<file path="src/sv/hsb_pkg.sv">
// Package for the HMAC-SHA1 base64 signer: shared widths, SHA-1 constants
// and the base64 alphabet function. No dependencies.
package hsb_pkg;

   localparam int CSR_IDX_W = 4;
   localparam int KEY_REGS  = 8;

   localparam logic [7:0] IPAD_BYTE  = 8'h36;
   localparam logic [7:0] OPAD_BYTE  = 8'h5C;
   localparam logic [7:0] PAD_MARK   = 8'h80;
   localparam logic [7:0] PAD_CHAR   = 8'h3D;
   localparam logic [5:0] LEN_FIELD_AT = 6'd56;
   localparam logic [63:0] OUTER_BITS = 64'd672;   // 84 bytes times 8
   localparam logic [5:0] TAG_BYTES_LAST = 6'd19;
   localparam logic [4:0] OUT_CHARS_LAST = 5'd27;

   localparam logic [31:0] IV0 = 32'h67452301;
   localparam logic [31:0] IV1 = 32'hEFCDAB89;
   localparam logic [31:0] IV2 = 32'h98BADCFE;
   localparam logic [31:0] IV3 = 32'h10325476;
   localparam logic [31:0] IV4 = 32'hC3D2E1F0;

   localparam logic [31:0] K0 = 32'h5A827999;
   localparam logic [31:0] K1 = 32'h6ED9EBA1;
   localparam logic [31:0] K2 = 32'h8F1BBCDC;
   localparam logic [31:0] K3 = 32'hCA62C1D6;

   // Status of the compression core as seen by the sequencer.
   typedef struct packed {
      logic         busy;
      logic [5:0]   fill;
      logic [159:0] chain;
   } core_stat_type;

   // Byte push and chain reload requests to the compression core.
   typedef struct packed {
      logic       load_iv;
      logic       push;
      logic [7:0] data;
   } core_ctrl_type;

   // Standard base64 alphabet.
   function automatic logic [7:0] b64_char_of(input logic [5:0] idx);
      logic [7:0] c;
      if (idx < 6'd26)      c = 8'h41 + {2'b00, idx};
      else if (idx < 6'd52) c = 8'h61 + {2'b00, idx} - 8'd26;
      else if (idx < 6'd62) c = 8'h30 + {2'b00, idx} - 8'd52;
      else if (idx == 6'd62) c = 8'h2B;
      else                  c = 8'h2F;
      return c;
   endfunction

endpackage

</file>
<file path="src/sv/hsb_core.sv">
// SHA-1 compression core: byte packing, 16-word schedule shift line and one
// round unit reused for 80 rounds, plus the chain words. Uses hsb_pkg.
module hsb_core import hsb_pkg::*; (
   input  logic          clock,
   input  logic          reset,
   input  core_ctrl_type ctrl,
   output core_stat_type stat
);

   logic [5:0]  fill_ff, fill_in;
   logic [23:0] acc_ff, acc_in;
   logic [31:0] w_ff [16];
   logic [31:0] w_in [16];
   logic [31:0] a_ff, b_ff, c_ff, d_ff, e_ff;
   logic [31:0] a_in, b_in, c_in, d_in, e_in;
   logic [31:0] h_ff [5];
   logic [31:0] h_in [5];
   logic [6:0]  rnd_ff, rnd_in;
   logic        run_ff, run_in, add_ff, add_in;
   logic [31:0] wt, f, k, sched;

   // Round function and schedule word for the current round.
   always_comb begin
      sched = w_ff[13] ^ w_ff[8] ^ w_ff[2] ^ w_ff[0];
      wt = (rnd_ff < 7'd16) ? w_ff[0] : {sched[30:0], sched[31]};
      if (rnd_ff < 7'd20) begin
         f = (b_ff & c_ff) | (~b_ff & d_ff);
         k = K0;
      end else if (rnd_ff < 7'd40) begin
         f = b_ff ^ c_ff ^ d_ff;
         k = K1;
      end else if (rnd_ff < 7'd60) begin
         f = (b_ff & c_ff) | (b_ff & d_ff) | (c_ff & d_ff);
         k = K2;
      end else begin
         f = b_ff ^ c_ff ^ d_ff;
         k = K3;
      end
   end

   // Next state: byte packing, rounds, and the final chain update.
   always_comb begin
      fill_in = fill_ff;
      acc_in  = acc_ff;
      w_in    = w_ff;
      a_in = a_ff; b_in = b_ff; c_in = c_ff; d_in = d_ff; e_in = e_ff;
      h_in    = h_ff;
      rnd_in  = rnd_ff;
      run_in  = run_ff;
      add_in  = 1'b0;
      if (ctrl.load_iv) begin
         h_in[0] = IV0; h_in[1] = IV1; h_in[2] = IV2; h_in[3] = IV3; h_in[4] = IV4;
         fill_in = '0;
      end
      if (ctrl.push) begin
         acc_in  = {acc_ff[15:0], ctrl.data};
         fill_in = fill_ff + 6'd1;
         if (fill_ff[1:0] == 2'd3) begin
            for (int i = 0; i < 15; i++) w_in[i] = w_ff[i+1];
            w_in[15] = {acc_ff, ctrl.data};
         end
         if (fill_ff == 6'd63) begin
            run_in = 1'b1;
            rnd_in = '0;
            a_in = h_ff[0]; b_in = h_ff[1]; c_in = h_ff[2]; d_in = h_ff[3]; e_in = h_ff[4];
         end
      end
      if (run_ff) begin
         for (int i = 0; i < 15; i++) w_in[i] = w_ff[i+1];
         w_in[15] = wt;
         a_in = {a_ff[26:0], a_ff[31:27]} + f + e_ff + k + wt;
         b_in = a_ff;
         c_in = {b_ff[1:0], b_ff[31:2]};
         d_in = c_ff;
         e_in = d_ff;
         rnd_in = rnd_ff + 7'd1;
         if (rnd_ff == 7'd79) begin
            run_in = 1'b0;
            add_in = 1'b1;
         end
      end
      if (add_ff) begin
         h_in[0] = h_ff[0] + a_ff;
         h_in[1] = h_ff[1] + b_ff;
         h_in[2] = h_ff[2] + c_ff;
         h_in[3] = h_ff[3] + d_ff;
         h_in[4] = h_ff[4] + e_ff;
      end
   end

   // Control state and chain words take reset; the data path does not.
   always_ff @(posedge clock) begin
      if (reset) begin
         fill_ff <= '0;
         rnd_ff  <= '0;
         run_ff  <= 1'b0;
         add_ff  <= 1'b0;
         h_ff[0] <= IV0; h_ff[1] <= IV1; h_ff[2] <= IV2; h_ff[3] <= IV3; h_ff[4] <= IV4;
      end else begin
         fill_ff <= fill_in;
         rnd_ff  <= rnd_in;
         run_ff  <= run_in;
         add_ff  <= add_in;
         h_ff    <= h_in;
      end
      acc_ff <= acc_in;
      w_ff   <= w_in;
      a_ff <= a_in; b_ff <= b_in; c_ff <= c_in; d_ff <= d_in; e_ff <= e_in;
   end

   assign stat.busy  = run_ff | add_ff;
   assign stat.fill  = fill_ff;
   assign stat.chain = {h_ff[0], h_ff[1], h_ff[2], h_ff[3], h_ff[4]};

endmodule

</file>
<file path="config.mk">
export PLATFORM = sky130hd
export DESIGN_NAME = hsb_core
export DESIGN_NICKNAME = d
export VERILOG_FILES = /design/src/sv/hsb_pkg.sv /design/src/sv/hsb_core.sv
export SDC_FILE = /design/constraint.sdc
export NUM_CORES = 2
export LEC_CHECK = 0
export ABC_AREA = 0
export BUFFER_PORTS_ARGS = -buffer_cell sky130_fd_sc_hd__buf_2
export CORE_MARGIN = 1
export CORE_UTILIZATION = 35
export CTS_CLUSTER_SIZE = 24
export DETAILED_ROUTE_END_ITERATION = 8
export PLACE_DENSITY = 0.51
export SETUP_SLACK_MARGIN = 0.05
export SYNTH_ARGS = -nofsm -noshare
export SYNTH_HDL_FRONTEND = slang
export SYNTH_SLANG_ARGS = --single-unit
</file>
<file path="constraint.sdc">
create_clock -name clock -period 26.5 [get_ports clock]
set_input_delay 2.65 -clock clock [delete_from_list [all_inputs] [get_ports clock]]
set_output_delay 2.65 -clock clock [all_outputs]
set_load 0.02 [all_outputs]
</file>
# Word-level counts from Yosys, hierarchy flattened
# Index checks and enable logic that the tools add are counted.
[totals] register_bits=871 inputBits=12 out_inout_bits=167 wordCells=109
[classes] add_sub_neg=11 n_lt_le_gt_ge=4 n_eq_ne=3 mux=37 bitwise_logic=15 n_reduce_logical=8
[ops] cell="2-to-1 mux 512 bit" count=3
[ops] cell="2-to-1 mux 32 bit" count=21
[ops] cell="2-to-1 mux 160 bit" count=2
[ops] cell="adder 32 bit" count=9
[ops] cell="XOR 32 bit" count=5
[ops] cell="bitwise AND 32 bit" count=4
[ops] cell="bitwise OR 32 bit" count=3
[ops] cell="NOT 32 bit" count=1
[ops] cell="2-to-1 mux 31 bit" count=1
[ops] cell="2-to-1 mux 7 bit" count=3
[ops] cell="less-than comparator 7 x 5 -> 1 bit, second input constant" count=2
[ops] cell="less-than comparator 7 x 6 -> 1 bit, second input constant" count=2
[ops] cell="2-to-1 mux 6 bit" count=2
[ops] cell="nonzero test 2 bit" count=5
[ops] cell="adder 7 x 1 -> 7 bit, second input constant" count=1
[ops] cell="equality test 7 bit, second input constant" count=1
[ops] cell="adder 6 x 1 -> 6 bit, second input constant" count=1
[ops] cell="equality test 6 bit, second input constant" count=1
[ops] cell="2-to-1 mux 1 bit" count=5
[ops] cell="AND reduction 2 bit" count=2
[ops] cell="equality test 2 bit, second input constant" count=1
[ops] cell="OR reduction 2 bit" count=1
[ops] cell="NOT 1 bit" count=1
[ops] cell="bitwise OR 1 bit" count=1

# Depth between registers and ports, before layout
[logic_depth] word_depth=11 ltp_mapped=24 mapped_depth_nobuf=22

# Least setup slack after synthesis
# OpenSTA, ideal clock, no wires.
[synth_timing] path_kind="input -> register" start="in ctrl[8] (netlist bit)" end="reg w_ff[0] (netlist bit) (enable)" setup_ns=3.625 t_arrival_ns=11.101 t_required_ns=22.875 path_slack_ns=11.774 stages=3 path_buffers=1 path_cell_list="clkbuf_1 nand2_1 nand2_1"
[synth_between] elab_chain_cells=2
[synth_rtl] item="start, declared" line_no="hsb_core.sv:6" source="input core_ctrl_type ctrl,"
[synth_rtl] item="nonzero test 2 bit (no source line)"
[synth_rtl] item="AND reduction 2 bit (no source line)"
[synth_rtl] item="end signal, assigned" line_no="hsb_core.sv:107" source="w_ff <= w_in;"
[synth_rtl] item="end, declared" line_no="hsb_core.sv:12" source="logic [31:0] w_ff [16];"
# No other way between the ends.
# A chain may end at the register's enable or synchronous reset.

# Worst setup path in the final report
[layout_timing] start="reg rnd_ff[4]" end="reg a_ff[29], data pin"
[layout_between] elab_chain_cells=9 word_cells_on_any_way=16 cone_classes="add/sub (4); order compare (4); mux (8)"
[layout_rtl] item="start, declared" line_no="hsb_core.sv:18" source="logic [6:0] rnd_ff, rnd_in;"
[layout_rtl] item="start signal, assigned" line_no="hsb_core.sv:101" source="rnd_ff <= rnd_in;"
[layout_rtl] item="less-than comparator 7 x 6 -> 1 bit" line_no="hsb_core.sv:32" source="end else if (rnd_ff < 7'd60) begin"
[layout_rtl] item="2-to-1 mux 32 bit" line_no="hsb_core.sv:32"
[layout_rtl] item="2-to-1 mux 32 bit" line_no="hsb_core.sv:29" source="end else if (rnd_ff < 7'd40) begin"
[layout_rtl] item="2-to-1 mux 32 bit" line_no="hsb_core.sv:26" source="if (rnd_ff < 7'd20) begin"
[layout_rtl] item="adder 32 bit (3 in a row)" line_no="hsb_core.sv:71" source="a_in = {a_ff[26:0], a_ff[31:27]} + f + e_ff + k + wt;"
[layout_rtl] item="adder 32 bit (*)" line_no="hsb_core.sv:71"
[layout_rtl] item="2-to-1 mux 32 bit (*)" line_no="hsb_core.sv:68" source="if (run_ff) begin"
[layout_rtl] item="net a_in[29]" line_no="hsb_core.sv:15" source="logic [31:0] a_in, b_in, c_in, d_in, e_in;"
[layout_rtl] item="end signal, assigned" line_no="hsb_core.sv:108" source="a_ff <= a_in; b_ff <= b_in; c_ff <= c_in; d_ff <= d_in; e_ff <= e_in;"
[layout_rtl] item="end, declared" line_no="hsb_core.sv:14" source="logic [31:0] a_ff, b_ff, c_ff, d_ff, e_ff;"
# Mark *: on every way through the listed nets, which the timed path passes. The rest lies on a longest branch.

==> run metrics <==
vias per cell=about 5.2; per-cell routed wire length=approximately 22 um; Synth Area in Adders=a little under an eighth; cell with the most instances after synthesis=edfxtp_1; cell accounting for the most synthesized area=edfxtp_1; HPWL after DPL=roughly 86000 um; core footprint=about 120000 um^2; Fin. Hold Viols=0; RSZ-0062 raised after global routing=no; Final #Nets=around 4000; Max Cap Violations=0; synthesized net count=about 3800; Crit path arrival time=between 7 and 8 ns; Setup violations, final=0; io pins=179; Synth Area in Simple Gates=7.93%; Area growth syn-to-layout=13.8%; Post-synth EDFFs=between 600 and 700; final WL=between 100000 and 150000 um; Primary FF master, synth=edfxtp_1; DRT iter0 DRCs=between 2000 and 2500; Die Height=~350 um; Pwr Density=approximately 58 nW/um^2; Mapped Cells=approximately 3500; measured slew at the worst slew-check pin=between 1 and 1.5 ns; Setup Buffers After CTS=0; sw frac=between 20% and 30%; Overflow after GRT=0; combinational share of power=1.1%; die area=roughly 130000 um^2; Multi-input gate area=~18000 um^2; Synth cell types=between 80 and 90; Synth Area in Compound Gates=12.0%; post-route ant nets=0; status=finished clean; clk sinks=871; CTS tree=yes; WHS Path Cells=0; Residual DRC=0; max frequency=between 100 and 150 MHz; starting density of the core=a little over a third; Max Clock Skew=0.0329 ns; max-slew violations=0; Slew headroom=between 20% and 30%; Leak=18.4 nW; Hold Crit Class=flop to flop; largest net degree at the start of global routing=189; P_int=between 2 and 2.5 mW; DR pass1 iterations=6; final setup TNS=0 ns; Synth Area in XOR/XNOR=around 4.9%; total power=approximately 2.9 mW; worst skew pair latency=between 0.6 and 0.7 ns; required time of the critical path=between 20 and 30 ns; number of global-route vias before repair=roughly 27000; Avg Inst Size Synth=12.5 um^2; global-route wire length before repair=around 180000 um; Post-CTS Resized=0; Yosys reg bits=roughly 870; CP Launch Type=flop; top cells by count, synth=696 x edfxtp_1, 241 x a21oi_1, 237 x nor2_1, 226 x inv_1, 195 x ha_1; GP Congestion=approximately 0.86; worst-path maximum fanout=26; Worst R2R Path Depth=21; area occupied by registers=roughly 24000 um^2; cell area after synthesis=around 44000 um^2; initial antenna violation count=5; Filler Cell Count=~12000; mux cell area share after synthesis=under 10%; htree depth=3; Sw Pwr=0.599 mW; largest family of logic cells by synthesized area=compound AO/OA/AOI/OAI gates; vias=28077; Synthesis Warnings=0; fraction of layout cells with a size suffix above 1=around 15%; CTS Buf Count=97; CP endpoint kind=flop; critical path class=flop to flop; Reg clk slew, reported paths=0.06 ns; CTS Hold Buffers Added=0; Clk pwr share=47.7%; CTS Buffer Depth=3; FP Rows=about 130; Seq pwr share=51.2%; Port Buffers=between 150 and 200; synth top area cells=edfxtp_1 48%, dfxtp_1 8.1%, fa_1 5.8%; min Tclk post-route=a little under 7 ns; sequential share of the synthesized area=56.1%; ys async rst share=0%; share of the synthesized area in the top cell type=48.0%; ant diodes=0; Tot GR Track Use=19.0%; CTS Root Cell=clkbuf_16; chip width=approximately 350 um; peak supply drop=about 0.044 mV; final worst path period share=25.9%
==> logic make-up (layout without fill, tap and decap cells) <==
logic type,count (synthesis),count (layout)
xor gates and xnor gates,244,244
DFF,871,871
buffers and inverters,344,621
adders and majority gates,320,320
muxes,187,187
AOI/OAI and AO/OA,803,803
and+or+nand+nor,713,713
==> routing by layer <==
layer / track usage, % / vias to the layer above / wire (um)
met5: 0 / - / 27
met4: 5.03 / 4 / 2580
met3: 3.06 / 143 / 6360
met2: 29.4 / 674 / 53900
met1: 27.4 / 14058 / 57600
li1: - / 13198 / -
==> final cells by class <==
| class | count | share of cell area, % |
|---|---|---|
| clock buffer | 132 | 5.39 |
| clock inverter | 50 | 1.08 |
| inverter | 230 | 1.75 |
| multi-input combinational | 2267 | 36.0 |
| sequential | 871 | 49.3 |
| tap | 1625 | 4.11 |
| timing repair buffer | 209 | 2.31 |
==> cells in the final DEF, fill, tap and decap left out, drive strengths merged, types with 59 or more instances in the layout <==
master  instances
a21o           92
ha            195
nor2          237
edfxtp        696
fa            125
xor2           64
mux2          150
nor3           59
dfxtp         175
o21ai         205
a21oi         242
nand2         168
xnor2         180
buf           209
inv           234
clkbuf        132
==> critical path, stage by stage, from the launching register on <==
cell and delay, ns:
dfxtp_1 0.52, o21ai_0 0.14, and2_1 0.44, inv_2 0.62, nor2_1 0.11, a221oi_1 0.67
fa_1 0.56, fa_1 0.47, inv_1 0.08, ha_1 0.20, inv_1 0.08, fa_1 0.46
nor2b_1 0.13, o21a_1 0.16, o21ai_0 0.11, o21ai_1 0.48, o2111ai_1 0.33, a31oi_1 0.41
a21o_1 0.18, a21oi_1 0.07, xnor2_1 0.13, mux2_2 0.26
==> power groups by stage <==
| stage | sequential, mW | clock (mW) | combinational (mW) |
|---|---|---|---|
| after floorplan | 1.50 | 0 | 0.0169 |
| after global placement | 1.50 | 0 | 0.0312 |
| after detailed placement | 1.50 | 0 | 0.0311 |
| after CTS | 1.47 | 1.41 | 0.0312 |
| after global routing | 1.47 | 1.46 | 0.0335 |
| final | 1.47 | 1.37 | 0.0307 |
==> per-stage QoR <==
step	area (um^2)	utilization [%]	cells	hold WS (ns)	setup slack, ns
finish	49500	40.4	5384	0.411	19.63
global route	49500	40.4	5384	0.419	19.40
CTS	49500	40.4	5384	0.416	19.79
detailed placement	46300	37.8	5202	0.405	19.79
global placement	46300	37.8	5202	0.400	19.87
floorplan	43500	-	3482	0.400	11.77
==> flip-flops by register name (all words and copies together) (netlist names) <==
signal	cells
run_ff	1
rnd_ff	7
d_ff	32
fill_ff	6
w_ff	512
acc_ff	24
b_ff	32
stat	160
c_ff	32
a_ff	32
e_ff	32
add_ff	1
==> worst paths after layout <==
kind	from	to	slack, ns
min	w_ff[257]$_DFFE_PP_	w_ff[289]$_DFFE_PP_	0.41
min reg2reg	w_ff[257]$_DFFE_PP_	w_ff[289]$_DFFE_PP_	0.41
max	rnd_ff[4]$_SDFFE_PP0P_	a_ff[29]$_DFFE_PP_	19.63
max reg2reg	rnd_ff[4]$_SDFFE_PP0P_	a_ff[29]$_DFFE_PP_	19.63
Power figures use the tool's default switching activity.
