<file path="config.mk">
export PLATFORM = sky130hd
export DESIGN_NAME = hsb_b64_flat
export DESIGN_NICKNAME = d
export VERILOG_FILES = /design/src/sv/hsb_pkg.sv /design/src/sv/hsb_if.sv /design/src/sv/hsb_b64.sv /design/src/flat_wrapper.sv
export SDC_FILE = /design/constraint.sdc
export NUM_CORES = 1
export LEC_CHECK = 0
export ABC_CLOCK_PERIOD_IN_PS = 9780
export BUFFER_PORTS_ARGS = -buffer_cell sky130_fd_sc_hd__buf_2
export CORE_UTILIZATION = 57
export DETAILED_ROUTE_END_ITERATION = 10
export PLACE_DENSITY = 0.84
export SYNTH_ARGS = -nofsm -noshare
export SYNTH_HDL_FRONTEND = slang
export SYNTH_SLANG_ARGS = --single-unit
</file>
<file path="constraint.sdc">
create_clock -name clock -period 9.78 [get_ports clock]
set_input_delay 1.467 -clock clock [delete_from_list [all_inputs] [get_ports clock]]
set_output_delay 1.467 -clock clock [all_outputs]
set_load 0.005 [all_outputs]
</file>
<file path="src/sv/hsb_pkg.sv">
// Package for the HMAC-SHA1 base64 signer: shared widths, SHA-1 constants
// and the base64 alphabet function. No dependencies.
package hsb_pkg;

   localparam int CSR_IDX_W = 4;
   localparam int KEY_REGS  = 8;

   localparam logic [7:0] IPAD_BYTE  = 8'h36;
   localparam logic [7:0] OPAD_BYTE  = 8'h5C;
   localparam logic [7:0] PAD_MARK   = 8'h80;
   localparam logic [7:0] PAD_CHAR   = 8'h3D;
   localparam logic [5:0] LEN_FIELD_AT = 6'd56;
   localparam logic [63:0] OUTER_BITS = 64'd672;   // 84 bytes times 8
   localparam logic [5:0] TAG_BYTES_LAST = 6'd19;
   localparam logic [4:0] OUT_CHARS_LAST = 5'd27;

   localparam logic [31:0] IV0 = 32'h67452301;
   localparam logic [31:0] IV1 = 32'hEFCDAB89;
   localparam logic [31:0] IV2 = 32'h98BADCFE;
   localparam logic [31:0] IV3 = 32'h10325476;
   localparam logic [31:0] IV4 = 32'hC3D2E1F0;

   localparam logic [31:0] K0 = 32'h5A827999;
   localparam logic [31:0] K1 = 32'h6ED9EBA1;
   localparam logic [31:0] K2 = 32'h8F1BBCDC;
   localparam logic [31:0] K3 = 32'hCA62C1D6;

   // Status of the compression core as seen by the sequencer.
   typedef struct packed {
      logic         busy;
      logic [5:0]   fill;
      logic [159:0] chain;
   } core_stat_type;

   // Byte push and chain reload requests to the compression core.
   typedef struct packed {
      logic       load_iv;
      logic       push;
      logic [7:0] data;
   } core_ctrl_type;

   // Standard base64 alphabet.
   function automatic logic [7:0] b64_char_of(input logic [5:0] idx);
      logic [7:0] c;
      if (idx < 6'd26)      c = 8'h41 + {2'b00, idx};
      else if (idx < 6'd52) c = 8'h61 + {2'b00, idx} - 8'd26;
      else if (idx < 6'd62) c = 8'h30 + {2'b00, idx} - 8'd52;
      else if (idx == 6'd62) c = 8'h2B;
      else                  c = 8'h2F;
      return c;
   endfunction

endpackage

</file>
<file path="src/sv/hsb_if.sv">


interface hsb_rsp_if;
   logic       valid;
   logic       ready;
   logic [7:0] b64_char;
   logic       last_char;
   logic       too_long;
   modport source (output valid, b64_char, last_char, too_long, input ready);
   modport sink   (input valid, b64_char, last_char, too_long, output ready);
endinterface


</file>
<file path="src/sv/hsb_b64.sv">
// Base64 encoder and output register for the 20-byte tag, one character a word.
// Uses hsb_pkg and the result interface.
module hsb_b64 import hsb_pkg::*; (
   input  logic          clock,
   input  logic          reset,
   input  logic          start,
   input  logic [159:0]  tag,
   input  logic          ovf,
   output logic          busy,
   hsb_rsp_if.source     rsp_ch
);

   logic [167:0] sh_ff, sh_in;
   logic [4:0]   idx_ff, idx_in;
   logic         act_ff, act_in;
   logic         vld_ff, vld_in;
   logic [7:0]   chr_ff, chr_in;
   logic         lst_ff, lst_in;
   logic         tl_ff, tl_in;
   logic         emit;

   // A character moves into the output register when it is empty or drained.
   always_comb begin
      emit   = act_ff && (!vld_ff || rsp_ch.ready);
      sh_in  = sh_ff;
      idx_in = idx_ff;
      act_in = act_ff;
      vld_in = vld_ff && !rsp_ch.ready;
      chr_in = chr_ff;
      lst_in = lst_ff;
      tl_in  = tl_ff;
      if (start) begin
         sh_in  = {tag, 8'h00};
         idx_in = '0;
         act_in = 1'b1;
      end else if (emit) begin
         chr_in = (idx_ff == OUT_CHARS_LAST) ? PAD_CHAR : b64_char_of(sh_ff[167:162]);
         lst_in = (idx_ff == OUT_CHARS_LAST);
         tl_in  = ovf;
         vld_in = 1'b1;
         sh_in  = {sh_ff[161:0], 6'b0};
         idx_in = idx_ff + 5'd1;
         if (idx_ff == OUT_CHARS_LAST) act_in = 1'b0;
      end
   end

   always_ff @(posedge clock) begin
      if (reset) begin
         act_ff <= 1'b0;
         vld_ff <= 1'b0;
         idx_ff <= '0;
      end else begin
         act_ff <= act_in;
         vld_ff <= vld_in;
         idx_ff <= idx_in;
      end
      sh_ff  <= sh_in;
      chr_ff <= chr_in;
      lst_ff <= lst_in;
      tl_ff  <= tl_in;
   end

   assign busy             = act_ff | vld_ff;
   assign rsp_ch.valid     = vld_ff;
   assign rsp_ch.b64_char  = chr_ff;
   assign rsp_ch.last_char = lst_ff;
   assign rsp_ch.too_long  = tl_ff;

endmodule

</file>
<file path="src/flat_wrapper.sv">
// flat-port wrapper written by rule: the top's interface ports become plain ports
module hsb_b64_flat import hsb_pkg::*;
  (clock, reset, start, tag, ovf, busy, rsp_ch_valid, rsp_ch_b64_char, rsp_ch_last_char, rsp_ch_too_long, rsp_ch_ready);
  hsb_rsp_if rsp_ch_i ();
  input  logic clock;
  input  logic reset;
  input  logic start;
  input  logic [159:0] tag;
  input  logic ovf;
  output logic busy;
  output wire logic [$bits(rsp_ch_i.valid)-1:0] rsp_ch_valid;
  output wire logic [$bits(rsp_ch_i.b64_char)-1:0] rsp_ch_b64_char;
  output wire logic [$bits(rsp_ch_i.last_char)-1:0] rsp_ch_last_char;
  output wire logic [$bits(rsp_ch_i.too_long)-1:0] rsp_ch_too_long;
  input wire logic [$bits(rsp_ch_i.ready)-1:0] rsp_ch_ready;
  assign rsp_ch_valid = rsp_ch_i.valid;
  assign rsp_ch_b64_char = rsp_ch_i.b64_char;
  assign rsp_ch_last_char = rsp_ch_i.last_char;
  assign rsp_ch_too_long = rsp_ch_i.too_long;
  assign rsp_ch_i.ready = rsp_ch_ready;
  hsb_b64 u_core (.clock(clock), .reset(reset), .start(start), .tag(tag), .ovf(ovf), .busy(busy), .rsp_ch(rsp_ch_i));
endmodule
</file>
Word level (Yosys, flattened, before mapping)
Index checks and enable logic that the tools add are counted.
W data, S select, Z words.
- register bits: 177
- input port bits: 165
- output and inout port bits: 12
- logic and storage cells: 41
- add/subtract/negate cells: 6
- order comparisons: 3
- equality and inequality tests: 2
- multiplexer cells: 11
- bitwise logic cells: 2
- reductions and logical operators: 10
- operators with widths (operator ; number):
    $mux W168 ; 2
    $mux W8 ; 3
    $add A7 B6 Y8 const A ; 2
    $lt A6 B6 Y1 const B ; 2
    $sub A8 B5 Y8 const B ; 1
    $sub A8 B6 Y8 const B ; 1
    $add A6 B6 Y7 const A ; 1
    $eq A6 B6 Y1 const B ; 1
    $lt A6 B5 Y1 const B ; 1
    $add A5 B1 Y5 const B ; 1
    $eq A5 B5 Y1 const B ; 1
    $mux W1 ; 5
    $reduce_and A2 Y1 ; 2
    $reduce_bool A2 Y1 ; 2
    $mux W3 ; 1
    $logic_and A1 B1 Y1 ; 2
    $logic_not A1 Y1 ; 2
    $reduce_or A2 Y1 ; 1
    $logic_or A1 B1 Y1 ; 1
    $not A1 Y1 ; 1
    $or A1 B1 Y1 ; 1

Logic depth before layout (Yosys ltp)
Gate-level depths: netlist of run 1.
- depth after elaboration: 5
- gate-level depth with buffers: 7
- gate-level depth less buffers: 7

Worst setup path after synthesis of run 1
Ideal clock, no wire load.
- path kind: input -> register
- start point: input start
- end point: register u_core.sh_ff[100] (enable)
- library setup time: 549 ps
- arrival: 5933 ps
- required time: 9231 ps
- setup slack: 3298 ps
- cell stages on the path: 4
- path buffers: 3
- cell sequence: clkbuf_1 buf_2 buf_2 nand2b_1
- word-level cells in the longest chain between the ends: 1
- RTL lines (item ; line ; source):
    from (decl) ; flat_wrapper.sv:7 ; input logic start;
    $reduce_bool A2 Y1 (no source line) ; n/a ;
    to (signal assigned) ; hsb_b64.sv:57 ; sh_ff <= sh_in;
    to (decl) ; hsb_b64.sv:13 ; logic [167:0] sh_ff, sh_in;
No other way between the ends.
A chain may end at the register's enable or synchronous reset.

Worst setup path after layout of run 1
- start point: input start
- end point: register u_core.sh_ff[74] (enable)
Same word-level chain as after synthesis.

==> summary.json, run 1 <==
{
  "synth.top_cells.by_area": {"value": "sky130_fd_sc_hd__edfxtp_1 (65%), sky130_fd_sc_hd__mux2_2 (22%), sky130_fd_sc_hd__dfxtp_1 (1.8%)"},
  "pwr_density_cell": {"value": 201, "unit": "mW/mm²"},
  "dr_total_vias": {"value": 4495},
  "power.sequential.fraction": {"value": 50.1, "unit": "%"},
  "cts.clk_slew.worst_paths": {"value": 0.06, "unit": "ns"},
  "yosys-top-cells-count": {"value": "sky130_fd_sc_hd__edfxtp_1 (170), sky130_fd_sc_hd__mux2_2 (154), sky130_fd_sc_hd__buf_2 (19)"},
  "finalNetCount": {"value": 810},
  "synthesis.area_per_instance": {"value": 17.0, "unit": "µm²"},
  "detailedRoute.firstPassIterationCount": {"value": 5},
  "dp_worst_setup_slack": {"value": 5.39, "unit": "ns"},
  "max_freq": {"value": 256, "unit": "MHz"},
  "grt_remaining_overflow": {"value": 0},
  "timing.critical_path.to_type": {"value": "flip-flop"},
  "ys_ff_latch": {"value": 177},
  "cts.htree.levels": {"value": 4},
  "routed_wl": {"value": 14600, "unit": "µm"},
  "power.clock.fraction": {"value": 40.3, "unit": "%"},
  "final.setup_skew": {"value": 0.00536, "unit": "ns"},
  "postCtsHoldBufs": {"value": 0},
  "worst_path_largest_cell_delay": {"value": 0.98, "unit": "ns"},
  "worst_skew_pair.late_latency": {"value": 0.42, "unit": "ns"},
  "floorplan.die.width": {"value": 119, "unit": "µm"},
  "timing.max_slew.rel_slack": {"value": 23.0, "unit": "%"},
  "clk_path_buf_depth": {"value": 2},
  "num_io_pins": {"value": 177},
  "async_reset_ff_share": {"value": 0, "unit": "%"},
  "port_buffers": {"value": 176},
  "crit_path_cell_chain": {"value": "buf_6, nand2b_4, buf_4"},
  "fin_crit_sh": {"value": 40.0, "unit": "%"},
  "critPathArrivalTime": {"value": 3.95, "unit": "ns"},
  "critical_path.top_delay_family": {"value": "buffers and inverters"},
  "drive_above_1_share": {"value": 56.6, "unit": "%"},
  "cell_internal_pwr": {"value": 1.53, "unit": "mW"},
  "switchingPower": {"value": 378, "unit": "µW"},
  "first_global_vias": {"value": 4552},
  "final_number_of_setup_violating_endpoints": {"value": 0},
  "power.share.switching": {"value": 19.8, "unit": "%"},
  "netlist-cell-type-count": {"value": 38},
  "post-cts-setup-buffers": {"value": 0},
  "synth_nets": {"value": 636},
  "gp_congestion": {"value": 0.900},
  "ctsResizeCount": {"value": 0},
  "cts.sinks": {"value": 177},
  "synth.yosys.seq_area_share": {"value": 67.1, "unit": "%"},
  "worstSetupStartpointType": {"value": "primary input"},
  "clock_tree_from_tritoncts": {"value": "yes"},
  "post_drt_via_cell_ratio": {"value": 5.48},
  "detailedRoute.firstIterationViolations": {"value": 464},
  "most_used_dff_post_synth": {"value": "sky130_fd_sc_hd__edfxtp_1"},
  "power.combinational.fraction": {"value": 9.6, "unit": "%"},
  "die_h": {"value": 119, "unit": "µm"},
  "critPathBufInv": {"value": 2},
  "grt_start_max_net_pins": {"value": 96},
  "yosysWarningCount": {"value": 0},
  "number_of_hold_violations_in_the_final_report": {"value": 0},
  "rows": {"value": 42},
  "irDropWorstVdd": {"value": 0.139, "unit": "mV"},
  "drv_cap": {"value": 0},
  "drt_drc_violations_left": {"value": 0},
  "total_leakage_power": {"value": 3.72, "unit": "nW"},
  "start_util": {"value": 58.8, "unit": "%"},
  "grt_first_pass_wirelength": {"value": 22700, "unit": "µm"},
  "overall_die_area": {"value": 0.0142, "unit": "mm²"},
  "place.detailed.hpwl": {"value": 9650, "unit": "µm"},
  "yosys.cell_count.top_type": {"value": "sky130_fd_sc_hd__edfxtp_1"},
  "yosysTopAreaCellShare": {"value": 65.3, "unit": "%"},
  "period_needed": {"value": 3.91, "unit": "ns"},
  "worstMarginPinSlew": {"value": 1.16, "unit": "ns"},
  "route.antenna.remaining_nets": {"value": 0},
  "synth.largest_area_cell": {"value": "sky130_fd_sc_hd__edfxtp_1"},
  "cp_max_fo": {"value": 95},
  "syn-instance-count": {"value": 460},
  "grt_setup_unrepaired": {"value": "false"},
  "crit_slowest_cell": {"value": "sky130_fd_sc_hd__buf_4"},
  "synthesis.area": {"value": 0.00782, "unit": "mm²"},
  "post-place-cells": {"value": 791},
  "path_class": {"value": "primary input to flip-flop"},
  "tritoncts.num_buffers": {"value": 17},
  "filler_cell_count": {"value": 868},
  "tns": {"value": 0, "unit": "ns"},
  "number_of_flops_mapped_to_enable_cells_by_yosys": {"value": 170},
  "final.setup.worst_slack": {"value": 5.87, "unit": "ns"},
  "cts_root_buf": {"value": "sky130_fd_sc_hd__clkbuf_16"},
  "track_usage": {"value": 21.3, "unit": "%"},
  "drv_slew": {"value": 0},
  "final-instance-count-excl-fill": {"value": 821},
  "area_growth_syn_to_layout": {"value": 21.5, "unit": "%"},
  "antenna-diode-count": {"value": 0},
  "outcome": {"value": "finished, final reports clean"},
  "coreArea": {"value": 0.0133, "unit": "mm²"},
  "antenna_found_initial": {"value": 1},
  "required": {"value": 9.81, "unit": "ns"},
  "wl_per_cell": {"value": 17.7, "unit": "µm"},
  "holdCritPathClass": {"value": "flip-flop to flip-flop"}
}
power by group through the flow:
| stage | clock network [mW] | logic, mW | registers [mW] |
|---|---|---|---|
| after detailed placement | 0 | 0.182 | 0.970 |
| after CTS | 0.778 | 0.184 | 0.955 |
| after global placement | 0 | 0.172 | 0.968 |
| after global routing | 0.802 | 0.199 | 0.963 |
| final | 0.767 | 0.184 | 0.955 |
| after floorplan | 0 | 0.125 | 0.965 |
cell usage in the layout, fill, tap and decap left out, types with 3 or more instances in the layout:
master and instances:
sky130_fd_sc_hd__nand3_1 6, sky130_fd_sc_hd__nor2_1 8, sky130_fd_sc_hd__a211oi_1 3, sky130_fd_sc_hd__a21oi_1 8
sky130_fd_sc_hd__edfxtp_1 170, sky130_fd_sc_hd__clkbuf_16 17, sky130_fd_sc_hd__ha_1 11, sky130_fd_sc_hd__nand2_1 3
sky130_fd_sc_hd__o2111ai_1 4, sky130_fd_sc_hd__mux2i_1 3, sky130_fd_sc_hd__nand4_1 4, sky130_fd_sc_hd__mux2_2 154
sky130_fd_sc_hd__dfxtp_1 7, sky130_fd_sc_hd__inv_1 8, sky130_fd_sc_hd__bufinv_16 7, sky130_fd_sc_hd__buf_2 175
sky130_fd_sc_hd__o21ai_0 3, sky130_fd_sc_hd__xor2_1 4, sky130_fd_sc_hd__and2_1 9, sky130_fd_sc_hd__nand2b_1 4
sky130_fd_sc_hd__nor3_1 7
kinds of logic (layout without fill, tap and decap cells):
family                     count (synthesis)  after routing  share of synthesized area [%]
AOI/OAI and AO/OA                         28             28                           2.50
xor gates and xnor gates                   6              6                          0.672
adders and majority gates                 11             11                           1.76
buffers and inverters                     31            216                           1.89
DFF                                      177            177                           67.1
muxes                                    157            157                           22.6
and+or+nand+nor                           50             50                           3.54
layout make-up:
| type | count | area, µm² | area share, % |
|---|---|---|---|
| Clock buffer | 18 | 429 | 4.52 |
| Multi-Input combinational cell | 252 | 2430 | 25.6 |
| Inverter | 8 | 30.0 | 0.316 |
| Clock inverter | 12 | 239 | 2.52 |
| Sequential cell | 177 | 5250 | 55.2 |
| Tap cell | 176 | 220 | 2.32 |
| Timing Repair Buffer | 178 | 902 | 9.50 |
flip-flops by register name (all words and copies together) (netlist names):
| signal | flops |
|---|---|
| u_core.act_ff | 1 |
| u_core.rsp_ch.last_char | 1 |
| u_core.rsp_ch.too_long | 1 |
| u_core.sh_ff | 160 |
| u_core.rsp_ch.b64_char | 8 |
| u_core.rsp_ch.valid | 1 |
| u_core.idx_ff | 5 |
through the flow:
stage | hold WS [ns] | cell area, µm² | utilization (%) | power, mW
floorplan | 0.503 | 7820 | - | 1.09
global placement | 0.528 | 8830 | 66.4 | 1.14
detailed placement | 0.533 | 8830 | 66.4 | 1.15
CTS | 0.548 | 9500 | 71.4 | 1.92
global route | 0.561 | 9500 | 71.4 | 1.96
finish | 0.543 | 9500 | 71.4 | 1.91
worst paths after layout:
check / endpoint / slack, ns / depth (start not counted) / startpoint
hold reg to reg: u_core.sh_ff[120] / 0.54 / 1 / u_core.sh_ff[114]
setup reg to reg: u_core.sh_ff[74] / 6.94 / 4 / u_core.rsp_ch.valid
hold / removal: u_core.sh_ff[120] / 0.54 / 1 / u_core.sh_ff[114]
setup / recovery: u_core.sh_ff[74] / 5.87 / 3 / start
layer usage:
layer	wire length, µm	up-vias	GRT usage (%)
met1	5950	2158	25.9
met3	1120	30	7.42
li1	-	2123	-
met5	13	-	0
met4	328	2	9.34
met2	7150	182	34.2
No activity file was read; power rests on OpenSTA's default activity.
==> inputs of run 2 (changes only) <==
ABC_CLOCK_PERIOD_IN_PS = 3500   (was 9780)
CORE_UTILIZATION = 49   (was 57)
PLACE_DENSITY = 0.76   (was 0.84)
clock period = 3.5 ns   (was 9.78 ns; I/O delays follow)
==> summary.json, run 2 (same netlist as run 1, synthesis figures left out) <==
{
  "cts_root_buf": {"value": "sky130_fd_sc_hd__clkbuf_16"},
  "drv_cap": {"value": 0},
  "gp_congestion": {"value": 0.940},
  "pwr_density_cell": {"value": 540, "unit": "mW/mm²"},
  "track_usage": {"value": 18.9, "unit": "%"},
  "outcome": {"value": "finished, final reports clean"},
  "coreArea": {"value": 0.0154, "unit": "mm²"},
  "rows": {"value": 45},
  "finalNetCount": {"value": 812},
  "floorplan.die.width": {"value": 128, "unit": "µm"},
  "tritoncts.num_buffers": {"value": 17},
  "cts.clk_slew.worst_paths": {"value": 0.06, "unit": "ns"},
  "worstSetupStartpointType": {"value": "flip-flop"},
  "filler_cell_count": {"value": 1130},
  "critPathArrivalTime": {"value": 2.32, "unit": "ns"},
  "fin_total_pwr": {"value": 5.15, "unit": "mW"},
  "final.setup.worst_slack": {"value": 1.34, "unit": "ns"},
  "clock_tree_from_tritoncts": {"value": "yes"},
  "cts.sinks": {"value": 177},
  "largest_reg_flops": {"value": 160},
  "tns": {"value": 0, "unit": "ns"},
  "cts.htree.levels": {"value": 4},
  "final.setup_skew": {"value": 0.00924, "unit": "ns"},
  "antenna_found_initial": {"value": 4},
  "drv_slew": {"value": 0},
  "num_io_pins": {"value": 177},
  "layout.cells.most_common": {"value": "sky130_fd_sc_hd__buf_2"},
  "ctsResizeCount": {"value": 0},
  "worstMarginPinSlew": {"value": 0.881, "unit": "ns"},
  "path_class": {"value": "flip-flop to flip-flop"},
  "registers.top_by_ff_count": {"value": "u_core.sh_ff"},
  "timing.critical_path.to_type": {"value": "flip-flop"},
  "dr_total_vias": {"value": 4466},
  "grt_start_max_net_pins": {"value": 79},
  "number_of_hold_violations_in_the_final_report": {"value": 0},
  "grt_remaining_overflow": {"value": 0},
  "port_buffers": {"value": 176},
  "postCtsHoldBufs": {"value": 0},
  "wl_per_cell": {"value": 17.1, "unit": "µm"},
  "detailedRoute.firstIterationViolations": {"value": 428},
  "drive_above_1_share": {"value": 56.7, "unit": "%"},
  "post-place-cells": {"value": 828},
  "fin_util": {"value": 62.2, "unit": "%"},
  "routed_wl": {"value": 14800, "unit": "µm"},
  "place.detailed.hpwl": {"value": 9900, "unit": "µm"},
  "drt_drc_violations_left": {"value": 0},
  "final_number_of_setup_violating_endpoints": {"value": 0},
  "irDropWorstVdd": {"value": 0.431, "unit": "mV"},
  "fin_crit_sh": {"value": 61.6, "unit": "%"},
  "post-cts-setup-buffers": {"value": 0},
  "holdWs": {"value": 0.286, "unit": "ns"},
  "area_growth_syn_to_layout": {"value": 22.2, "unit": "%"},
  "max_freq": {"value": 464, "unit": "MHz"},
  "first_global_vias": {"value": 4671},
  "worst_skew_pair.late_latency": {"value": 0.42, "unit": "ns"},
  "post_drt_via_cell_ratio": {"value": 5.17},
  "detailedRoute.firstPassIterationCount": {"value": 4},
  "period_needed": {"value": 2.16, "unit": "ns"},
  "required": {"value": 3.66, "unit": "ns"},
  "start_util": {"value": 50.9, "unit": "%"},
  "final-instance-count-excl-fill": {"value": 864},
  "clk_path_buf_depth": {"value": 2},
  "timing.max_slew.rel_slack": {"value": 41.0, "unit": "%"},
  "placedInstanceArea": {"value": 0.00893, "unit": "mm²"},
  "grt_first_pass_wirelength": {"value": 23400, "unit": "µm"},
  "design_area": {"value": 0.00955, "unit": "mm²"},
  "overall_die_area": {"value": 0.0165, "unit": "mm²"},
  "total_leakage_power": {"value": 3.72, "unit": "nW"},
  "commonest_cells_after_routing_fill_and_taps_aside": {"value": "sky130_fd_sc_hd__buf_2 (175), sky130_fd_sc_hd__edfxtp_1 (170), sky130_fd_sc_hd__mux2_2 (154)"},
  "grt_setup_unrepaired": {"value": "false"},
  "dp_worst_setup_slack": {"value": 1.33, "unit": "ns"},
  "cp_max_fo": {"value": 9},
  "die_h": {"value": 128, "unit": "µm"},
  "route.antenna.remaining_nets": {"value": 0},
  "holdCritPathClass": {"value": "primary input to flip-flop"}
}
run 2: final cells by class:
| type | instances | area, µm² | area share [%] |
|---|---|---|---|
| antenna | 4 | 10.0 | 0.105 |
| clock inverter | 13 | 184 | 1.93 |
| sequential | 177 | 5250 | 54.9 |
| tap | 211 | 264 | 2.76 |
| multi-input combinational | 252 | 2430 | 25.5 |
| inverter | 8 | 30.0 | 0.314 |
| clock buffer | 19 | 433 | 4.53 |
| timing repair buffer | 180 | 955 | 9.99 |
run 2: report_power, final:
part / internal (mW) / leakage [nW] / switching [mW]
clock network: 1.20 / 0.295 / 0.778
logic: 0.284 / 1.67 / 0.232
registers: 2.59 / 1.76 / 0.0745
run 2: path summary, 6_finish.rpt:
check | from | endpoint | slack, ns | cells after the start
setup reg to reg | u_core.sh_ff[164] | u_core.rsp_ch.b64_char[4] | 1.34 | 6
hold / removal | ovf | u_core.rsp_ch.too_long | 0.29 | 1
hold reg to reg | u_core.sh_ff[78] | u_core.sh_ff[84] | 0.55 | 1
setup / recovery | u_core.sh_ff[164] | u_core.rsp_ch.b64_char[4] | 1.34 | 6
run 2: per-layer routing:
| metal | part of all wire [%] | vias up | global-route usage [%] |
|---|---|---|---|
| li1 | - | 2142 | - |
| met1 | 42 | 2135 | 23.6 |
| met2 | 47 | 168 | 29.0 |
| met3 | 9.2 | 21 | 8.10 |
| met4 | 1.8 | 0 | 7.34 |
| met5 | 0 | - | 0 |
run 2: worst max-delay path, cell delays in order (launching register included):
cell and delay [ns]:
sky130_fd_sc_hd__edfxtp_1 0.52, sky130_fd_sc_hd__inv_1 0.17, sky130_fd_sc_hd__ha_1 0.28, sky130_fd_sc_hd__nand2b_1 0.31, sky130_fd_sc_hd__o211a_1 0.21, sky130_fd_sc_hd__a211oi_1 0.28
sky130_fd_sc_hd__o21ai_0 0.13
